### src/scsi_dma_channel_registers_macros.svh
// Assertion macros shared by the DMA channel register block.
// Depends on nothing; expects clk and rst_n in the scope of each use.
`ifndef SCSI_DMA_CHANNEL_REGISTERS_MACROS_SVH
`define SCSI_DMA_CHANNEL_REGISTERS_MACROS_SVH

// Check that the consequent holds in the same cycle as the antecedent.
`define SDC_ASSERT_SAME(label, ante, cons) \
    label: assert property (@(posedge clk) disable iff (!rst_n) (ante) |-> (cons)) \
        else $error("sdc assertion failed: same-cycle check");

// Check that the consequent holds in the cycle after the antecedent.
`define SDC_ASSERT_NEXT(label, ante, cons) \
    label: assert property (@(posedge clk) disable iff (!rst_n) (ante) |=> (cons)) \
        else $error("sdc assertion failed: next-cycle check");

`endif

### src/sdc_pkg.sv
// Types, register indexes and status bit constants for the DMA channel block.
// Depends on nothing.
`timescale 1ns / 1ps

package sdc_pkg;

    typedef enum logic [1:0] {
        CMD_REG_WRITE = 2'd0,
        CMD_REG_READ  = 2'd1,
        CMD_CORE_IRQ  = 2'd2,
        CMD_TRANSFER  = 2'd3
    } cmd_t;

    typedef enum logic [1:0] {
        OP_IDLE  = 2'd0,
        OP_BLAST = 2'd1,
        OP_ABORT = 2'd2,
        OP_START = 2'd3
    } dma_op_t;

    typedef enum logic [1:0] {
        EVT_NONE    = 2'd0,
        EVT_DISABLE = 2'd1,
        EVT_ENABLE  = 2'd2
    } dma_event_t;

    localparam logic [2:0] R_CMD   = 3'd0;
    localparam logic [2:0] R_STC   = 3'd1;
    localparam logic [2:0] R_SPA   = 3'd2;
    localparam logic [2:0] R_WBC   = 3'd3;
    localparam logic [2:0] R_WAC   = 3'd4;
    localparam logic [2:0] R_STAT  = 3'd5;
    localparam logic [2:0] R_SMDLA = 3'd6;
    localparam logic [2:0] R_WMAC  = 3'd7;

    localparam int NUM_REGS = 8;

    localparam logic [31:0] CMD_OP_MASK   = 32'h0000_0003;
    localparam logic [31:0] CMD_DONE_EN   = 32'h0000_0040;
    localparam logic [31:0] CMD_TO_MEMORY = 32'h0000_0080;

    localparam logic [31:0] ST_PWDN  = 32'h0000_0001;
    localparam logic [31:0] ST_ERROR = 32'h0000_0002;
    localparam logic [31:0] ST_ABORT = 32'h0000_0004;
    localparam logic [31:0] ST_DONE  = 32'h0000_0008;
    localparam logic [31:0] ST_SCSI  = 32'h0000_0010;
    localparam logic [31:0] ST_BLAST = 32'h0000_0020;

    localparam logic [31:0] ST_CLEARABLE = ST_ERROR | ST_ABORT | ST_DONE;
    localparam logic [31:0] ST_START_CLR = ST_BLAST | ST_SCSI | ST_DONE | ST_ABORT
                                         | ST_ERROR | ST_PWDN;

    localparam logic [31:0] WAC_RESET  = 32'hffff_ffff;
    localparam logic [31:0] WMAC_RESET = 32'hffff_fffd;

    typedef logic [NUM_REGS-1:0][31:0] regs_t;

    // Register file after reset, highest index first.
    localparam regs_t REGS_RESET = {WMAC_RESET, 32'd0, 32'd0, WAC_RESET,
                                    32'd0, 32'd0, 32'd0, 32'd0};

    typedef struct packed {
        cmd_t        command;
        logic [2:0]  reg_index;
        logic [31:0] write_data;
        logic        irq_level;
        logic [15:0] transfer_len;
        logic        transfer_to_memory;
    } item_t;

    typedef struct packed {
        logic [31:0] read_data;
        logic        irq;
        dma_event_t  dma_enable_event;
        logic        cancel_request;
        logic        transfer_accepted;
        logic [31:0] transfer_address;
        logic [15:0] granted_len;
    } result_t;

    function automatic logic line_level(input regs_t r);
        line_level = ((r[R_STAT] & ST_SCSI) != 32'd0)
                   || (((r[R_CMD] & CMD_DONE_EN) != 32'd0) && ((r[R_STAT] & ST_DONE) != 32'd0));
    endfunction

endpackage

### src/sdc_regfile.sv
// Eight 32-bit DMA registers with their reset values.
// Depends on sdc_pkg.
`timescale 1ns / 1ps

module sdc_regfile (
    input  logic          clk,
    input  logic          rst_n,
    input  logic          we,
    input  sdc_pkg::regs_t regs_next,
    output sdc_pkg::regs_t regs
);
    import sdc_pkg::*;

    regs_t regs_reg;

    always_ff @(posedge clk or negedge rst_n)
    begin
        if (!rst_n)
        begin
            regs_reg <= REGS_RESET;
        end
        else if (we)
        begin
            regs_reg <= regs_next;
        end
    end

    assign regs = regs_reg;

endmodule

### src/sdc_exec.sv
// Combinational step: one item against the register file gives the next
// register contents and the result item. Depends on sdc_pkg.
`timescale 1ns / 1ps

module sdc_exec (
    input  sdc_pkg::item_t   item,
    input  sdc_pkg::regs_t   regs,
    input  logic             clear_by_write,
    output sdc_pkg::regs_t   regs_next,
    output sdc_pkg::result_t result
);
    import sdc_pkg::*;

    regs_t       nxt;
    result_t     res;
    logic [15:0] grant;
    logic        want_to_mem;

    always_comb
    begin
        nxt         = regs;
        res         = '0;
        want_to_mem = (regs[R_CMD] & CMD_TO_MEMORY) != 32'd0;
        grant       = (regs[R_WBC] < {16'd0, item.transfer_len})
                    ? regs[R_WBC][15:0] : item.transfer_len;

        unique case (item.command)
            CMD_REG_WRITE:
            begin
                unique case (item.reg_index)
                    R_CMD:
                    begin
                        nxt[R_CMD] = item.write_data;
                        unique case (dma_op_t'(item.write_data[1:0]))
                            OP_IDLE:  res.dma_enable_event = EVT_DISABLE;
                            OP_BLAST: nxt[R_STAT] = regs[R_STAT] | ST_BLAST;
                            OP_ABORT: res.cancel_request = 1'b1;
                            OP_START:
                            begin
                                nxt[R_WBC]  = regs[R_STC];
                                nxt[R_WAC]  = regs[R_SPA];
                                nxt[R_WMAC] = regs[R_SMDLA];
                                nxt[R_STAT] = regs[R_STAT] & ~ST_START_CLR;
                                res.dma_enable_event = EVT_ENABLE;
                            end
                        endcase
                    end
                    R_STC, R_SPA, R_SMDLA:
                        nxt[item.reg_index] = item.write_data;
                    R_STAT:
                        if (clear_by_write)
                            nxt[R_STAT] = regs[R_STAT] & ~(item.write_data & ST_CLEARABLE);
                    default:
                        ;  // working registers are read-only
                endcase
            end
            CMD_REG_READ:
            begin
                res.read_data = regs[item.reg_index];
                if (item.reg_index == R_STAT && !clear_by_write)
                    nxt[R_STAT] = regs[R_STAT] & ~ST_CLEARABLE;
            end
            CMD_CORE_IRQ:
            begin
                if (item.irq_level)
                begin
                    nxt[R_STAT] = regs[R_STAT] | ST_SCSI;
                    if ((regs[R_CMD] & CMD_OP_MASK) == CMD_OP_MASK && regs[R_WBC] == 32'd0)
                        nxt[R_STAT] = regs[R_STAT] | ST_SCSI | ST_DONE;
                end
                else
                begin
                    nxt[R_STAT] = regs[R_STAT] & ~ST_SCSI;
                end
            end
            CMD_TRANSFER:
            begin
                if (want_to_mem == item.transfer_to_memory)
                begin
                    res.transfer_accepted = 1'b1;
                    res.transfer_address  = regs[R_WAC];
                    res.granted_len       = grant;
                    nxt[R_WBC] = regs[R_WBC] - {16'd0, grant};
                    nxt[R_WAC] = regs[R_WAC] + {16'd0, grant};
                end
            end
        endcase

        res.irq = line_level(nxt);
    end

    assign regs_next = nxt;
    assign result    = res;

endmodule

### src/scsi_dma_channel_registers.sv
// SCSI host DMA channel registers: an accepted item is held in the input register, and its
// result goes to the result register when that register is free or draining. One item per
// cycle while the sink keeps taking results; each item does one read-modify-write of the
// eight-register file between the input register and the result register.
// Reset (rst_n, async, active low): registers zero, working address ffffffff,
// working list address fffffffd, clear-on-read status mode, both stages empty.
`timescale 1ns / 1ps

module scsi_dma_channel_registers (
    input  logic        clk,
    input  logic        rst_n,
    // configuration: status_clear_by_write
    input  logic        cfg_valid,
    output logic        cfg_ready,
    input  logic [0:0]  cfg_data,
    // input items
    input  logic        s_tvalid,
    output logic        s_tready,
    // tuser: command[1:0]
    input  logic [1:0]  s_tuser,
    // tdata: reg_index[2:0], write_data[34:3], irq_level[35],
    //        transfer_len[51:36], transfer_to_memory[52], zero pad[55:53]
    input  logic [55:0] s_tdata,
    // result items
    output logic        m_tvalid,
    input  logic        m_tready,
    // tdata: read_data[31:0], irq[32], dma_enable_event[34:33],
    //        cancel_request[35], transfer_accepted[36], transfer_address[68:37],
    //        granted_len[84:69], zero pad[87:85]
    output logic [87:0] m_tdata
);
    import sdc_pkg::*;

`include "scsi_dma_channel_registers_macros.svh"

    // Input stage: hold one accepted item until the execute step can retire it.
    item_t   in_item_reg;
    logic    in_valid_reg;
    // Result stage: hold the finished result until the sink takes it.
    result_t out_reg;
    logic    out_valid_reg;
    // Status clearing mode.
    logic    clear_by_write_reg;

    item_t   in_item;
    regs_t   regs;
    regs_t   regs_next;
    result_t result;
    logic    advance;
    logic    in_fire;

    // Unpack the stream payload into an item.
    assign in_item.command            = cmd_t'(s_tuser);
    assign in_item.reg_index          = s_tdata[2:0];
    assign in_item.write_data         = s_tdata[34:3];
    assign in_item.irq_level          = s_tdata[35];
    assign in_item.transfer_len       = s_tdata[51:36];
    assign in_item.transfer_to_memory = s_tdata[52];

    // Retire the held item whenever the result register is free or draining.
    assign advance  = in_valid_reg && (!out_valid_reg || m_tready);
    assign s_tready = !in_valid_reg || advance;
    assign in_fire  = s_tvalid && s_tready;

    assign cfg_ready = 1'b1;

    always_ff @(posedge clk or negedge rst_n)
    begin
        if (!rst_n)
        begin
            clear_by_write_reg <= 1'b0;
        end
        else if (cfg_valid && cfg_ready)
        begin
            clear_by_write_reg <= cfg_data[0];
        end
    end

    always_ff @(posedge clk or negedge rst_n)
    begin
        if (!rst_n)
        begin
            in_valid_reg <= 1'b0;
        end
        else if (in_fire)
        begin
            in_valid_reg <= 1'b1;
        end
        else if (advance)
        begin
            in_valid_reg <= 1'b0;
        end
    end

    always_ff @(posedge clk or negedge rst_n)
    begin
        if (!rst_n)
        begin
            in_item_reg <= '0;
        end
        else if (in_fire)
        begin
            in_item_reg <= in_item;
        end
    end

    always_ff @(posedge clk or negedge rst_n)
    begin
        if (!rst_n)
        begin
            out_valid_reg <= 1'b0;
        end
        else if (advance)
        begin
            out_valid_reg <= 1'b1;
        end
        else if (m_tready)
        begin
            out_valid_reg <= 1'b0;
        end
    end

    always_ff @(posedge clk)
    begin
        if (advance)
        begin
            out_reg <= result;
        end
    end

    // Register file updates together with the result register.
    sdc_regfile u_regfile (
        .clk       (clk),
        .rst_n     (rst_n),
        .we        (advance),
        .regs_next (regs_next),
        .regs      (regs)
    );

    sdc_exec u_exec (
        .item           (in_item_reg),
        .regs           (regs),
        .clear_by_write (clear_by_write_reg),
        .regs_next      (regs_next),
        .result         (result)
    );

    assign m_tvalid = out_valid_reg;
    assign m_tdata  = {3'b000,
                       out_reg.granted_len,
                       out_reg.transfer_address,
                       out_reg.transfer_accepted,
                       out_reg.cancel_request,
                       out_reg.dma_enable_event,
                       out_reg.irq,
                       out_reg.read_data};

    // A retired item always lands in the result register.
    `SDC_ASSERT_NEXT(a_advance_fills_out, advance, out_valid_reg)
    // The shown interrupt level matches the registers it was computed from.
    `SDC_ASSERT_SAME(a_irq_matches_regs, out_valid_reg, out_reg.irq == line_level(regs))
    // A transfer never raises the working count.
    `SDC_ASSERT_NEXT(a_count_never_grows,
        advance && in_item_reg.command == CMD_TRANSFER,
        regs[R_WBC] <= $past(regs[R_WBC]))
    // Abort and enable/disable come from different command codes.
    `SDC_ASSERT_SAME(a_event_cancel_excl, out_valid_reg,
        !(out_reg.cancel_request && out_reg.dma_enable_event != EVT_NONE))

endmodule

### config.mk
export PLATFORM = sky130hd
export DESIGN_NAME = scsi_dma_channel_registers
export DESIGN_NICKNAME = d
export VERILOG_FILES = /design/src/sdc_pkg.sv /design/src/sdc_regfile.sv /design/src/sdc_exec.sv /design/src/scsi_dma_channel_registers.sv
export VERILOG_INCLUDE_DIRS = /design/src /design/src/src
export SDC_FILE = /design/constraint.sdc
export NUM_CORES = 1
export LEC_CHECK = 0
export BUFFER_PORTS_ARGS = -buffer_cell sky130_fd_sc_hd__clkbuf_2
export CAP_MARGIN = 20
export CORE_MARGIN = 2
export CORE_UTILIZATION = 24
export DETAILED_ROUTE_END_ITERATION = 6
export GPL_TIMING_DRIVEN = 0
export MAX_ROUTING_LAYER = met4
export PLACE_DENSITY_LB_ADDON = 0.15
export SLEW_MARGIN = 20
export SYNTH_ARGS = -nofsm -noshare
export SYNTH_HDL_FRONTEND = slang
export SYNTH_HIERARCHICAL = 1
export SYNTH_SLANG_ARGS = --single-unit
### constraint.sdc
create_clock -name clk -period 5 [get_ports clk]
set_clock_uncertainty 0.15 [all_clocks]
set_input_delay 0.75 -clock clk [delete_from_list [all_inputs] [get_ports clk]]
set_output_delay 0.75 -clock clk [all_outputs]
set_load 0.005 [all_outputs]
==> flow_summary.ini <==
[setup_path]
regToRegStartpoint = u_regfile/regs[120]$_DFFE_PN0P_
crit_path_max_fanout = 6
crit_required_ps = 5390
timing.critical_path.cells = or4_4 -> or3_4 -> or4_4 -> a211o_1 -> a21oi_4 -> buf_6 -> mux2i_4 -> inv_2 -> buf_4 -> fa_2 -> a221o_1 -> a21oi_4 -> a41oi_4 -> buf_6 -> buf_6 -> nand2_8 -> nor4_1 -> a221o_1 -> mux2_4
type_of_element_capturing_the_critical_path = flop
critPathSlowestCell = sky130_fd_sc_hd__or4_4
start_kind = flop
cp_common_cell = sky130_fd_sc_hd__buf_6
arrival_ps = 5950
reg2reg_setup_slack_ps = -560
critical_path.startpoint = u_regfile/regs[120]$_DFFE_PN0P_
worst-path-buf-inv = 5
critPathTopFamily = simple AND/OR/NAND/NOR gates
ff2ff_path_depth = 19
timing.setup.critical_path_class = flop to flop
worstReg2RegEnd = u_regfile/regs[152]$_DFFE_PN1P_
timing.critical_path.slowest_cell_delay_ps = 620

[hold_path]
holdCritStartpoint = cfg_data
worst_hold_path_type = input pin to flop
worst_hold_path.num_cells = 2
holdPathEnd = clear_by_write_reg$_DFFE_PN0P_

[pwr]
power_report.internal_total_uw = 10500
power.combinational.fraction_pct = 46.0
post-layout-total-power_uw = 17700
share_clk_of_total_power_pct = 21.6
p_sw_uw = 7180
leakage_power_of_the_design_uw = 0.0132
power.share.sequential_pct = 32.3
ir_worst_vdd_uv = 328
pwr_density_cell_nw_per_um2 = 566
power_switching_share_pct = 40.6

[layout]
final_layout_size_suffix_gt1_share_pct = 40.7
finalNetCount = 2727
final-instance-count-excl-fill = 4019
largest_reg_flops = 256
fillers = 10600
layout-area-overhead-vs-synth_pct = 26.0

[die]
die_area_um2 = 106000
floorplan.initialDensity_pct = 24.3
width_of_the_die_um = 326
design.portCount = 155
core_area_um2 = 102000
floorplan.die.height_um = 326
fp-row-count = 117

[sta]
postLayoutSetupSlackWorst_ps = -560
hold_viol = 0
final.period_utilization_pct = 111
maxClockFrequency_mhz = 180
finalSetupViolations = 53
worst_slew_pin_slew_ps = 1320
slew_viol_final = 0
unrepaired_setup_endpoints_after_global_routing = true
final_setup_tns_ps = -17410
finalWorstPathRequiredPeriod_ps = 5560
relSlewSlack_pct = 11.7

[clock_network]
cts.sink_count = 399
clock-root-buffer = sky130_fd_sc_hd__clkbuf_16
ctsLongestPathBuffers = 3
cts_tree = built
clk-insertion-delay-late_ps = 630
numCtsBuffers = 50
cts-htree-levels = 2
cts.clk_slew.worst_paths_ps = 60

[yosys]
synthesis_stage_register_bit_count = 399
synth_edf_count = 85
gate_count_of_the_mapped_netlist = 2308
postSynth.topFlopCell = sky130_fd_sc_hd__dfrtp_1
synth_largest_area_cell = sky130_fd_sc_hd__dfrtp_1
synthesis.area_um2 = 24800
yosysWarnings = 6
syn_avg_cell_area_um2 = 10.8
yosys-top-cells-area = sky130_fd_sc_hd__dfrtp_1 (25%), sky130_fd_sc_hd__mux2_2 (20%), sky130_fd_sc_hd__edfxtp_1 (10%), sky130_fd_sc_hd__dfstp_2 (6.7%), sky130_fd_sc_hd__nand2_1 (3.4%)
async_reset_ff_share_pct = 78.7
synth_cell_types = 73
yosys.cell_count.top_type = sky130_fd_sc_hd__mux2_2
synth_top_area_share_pct = 25.3
synth_common_cells = sky130_fd_sc_hd__mux2_2 (449), sky130_fd_sc_hd__dfrtp_1 (251), sky130_fd_sc_hd__nand2_1 (223), sky130_fd_sc_hd__nor2_1 (118), sky130_fd_sc_hd__clkbuf_1 (100)
synth.yosys.seq_area_share_pct = 42.3

[route]
drt_iter0_drc = 1559
ant_nets = 0
drcViolationCount = 0
drt_wl_cell_um = 25.8
drt_pass1_iterations = 7
avgViaCountPerCell = 5.02
met2_wirelength_um = 48100
wirelength_met1_um = 48500
wl_um = 104000
met3RoutedLength_um = 4420
highest_layer = met4
route.vias.total = 20200

[placed_design]
placer_s_final_routability_congestion_estimate = 0.898
place.port_buffers = 146
placedCellCount = 3831
hpwlAfterDp_um = 78000

[run]
drv.max_cap_violation_count = 0

[global_route]
grt_remaining_overflow = 0
grt_pass1_vias = 20500
grt_antenna_before_repair = 2
pin_count_of_the_biggest_net_entering_global_routing = 81
grt_usage_pct = 19.7
grt_pass1_wl_um = 150000

[status]
failed_checks = setup timing
run_status = finished with violations
final cells by class:
| class | count | area [µm²] | area share, % |
|---|---|---|---|
| Buffer | 173 | 947 | 3.03 |
| Timing Repair Buffer | 246 | 1780 | 5.70 |
| Clock buffer | 64 | 1320 | 4.23 |
| Inverter | 49 | 184 | 0.588 |
| Clock inverter | 30 | 349 | 1.12 |
| Multi-Input combinational cell | 1686 | 14500 | 46.3 |
| Sequential cell | 399 | 10500 | 33.6 |
| Antenna cell | 4 | 10.0 | 0.0320 |
| Tap cell | 1368 | 1710 | 5.47 |
per-stage QoR:
step | utilization, % | hold slack (ps) | worst slack (ps) | cell area (µm²)
CTS | 30.1 | 181 | -469 | 30800
detailed placement | 26.9 | 344 | -1890 | 27500
global placement | 26.7 | 340 | -4680 | 27300
finish | 30.6 | 218 | -560 | 31300
floorplan | - | 304 | -124 | 24900
global route | 30.6 | 196 | -627 | 31300
repair_timing:
action / CTS / global route
setup endpoints to repair: 56 / 56
resized for setup: 207 / 92
setup buffers: 69 / 24
pin swaps: 51 / 47
endpoints found under the hold margin: 40 / 0
hold buffers: 1 / 0
cloned: 1 / 0
routing by layer:
layer  vias to the layer above  track usage, %
li1                       9153               -
met5                         -               -
met4                         0            5.09
met1                     10300            26.8
met2                       567            31.2
met3                       128            2.18
cell families after synthesis:
family / count (synthesis) / synth area share (%)
AOI/OAI and AO/OA: 464 / 13.7
other: 2 / 0.0303
buffers and inverters: 225 / 4.54
adders and majority gates: 58 / 2.99
and+or+nand+nor: 632 / 13.0
muxes: 502 / 22.5
DFF: 399 / 42.3
xor gates and xnor gates: 26 / 0.918
cell usage in the layout, fill, tap and decap left out, types with 40 or more instances in the layout:
master / count
sky130_fd_sc_hd__mux2_2: 418
sky130_fd_sc_hd__dfrtp_1: 246
sky130_fd_sc_hd__nand2_1: 218
sky130_fd_sc_hd__clkbuf_2: 146
sky130_fd_sc_hd__nor2_1: 111
sky130_fd_sc_hd__clkbuf_1: 106
sky130_fd_sc_hd__a22oi_1: 91
sky130_fd_sc_hd__edfxtp_1: 85
sky130_fd_sc_hd__nand2b_1: 64
sky130_fd_sc_hd__buf_4: 64
sky130_fd_sc_hd__dfstp_2: 63
sky130_fd_sc_hd__buf_6: 59
sky130_fd_sc_hd__nand4b_1: 56
sky130_fd_sc_hd__clkbuf_16: 50
sky130_fd_sc_hd__a21oi_1: 42
sky130_fd_sc_hd__o21a_1: 41
sky130_fd_sc_hd__o211ai_1: 40
power groups by stage:
stage               combinational (µW)  clock [µW]  sequential (µW)
floorplan                         4360           0             4960
global placement                  6030           0             5630
detailed placement                6120           0             5690
CTS                               7530        3940             5680
global route                      8710        4060             5840
finish                            8150        3830             5720
how the worst max path moves through the flow:
| stage | to | slack [ps] | cells after the start |
|---|---|---|---|
| after detailed placement | u_regfile/regs[114]$_DFFE_PN0P_ | -1890 | 15 |
| final | u_regfile/regs[152]$_DFFE_PN1P_ | -560 | 19 |
| after global routing | u_regfile/regs[152]$_DFFE_PN1P_ | -630 | 19 |
| after floorplan | u_regfile/regs[114]$_DFFE_PN0P_ | -120 | 17 |
| after CTS | u_regfile/regs[154]$_DFFE_PN1P_ | -470 | 20 |
| after global placement | u_regfile/regs[121]$_DFFE_PN0P_ | -4680 | 1 |
Power figures use the tool's default switching activity.
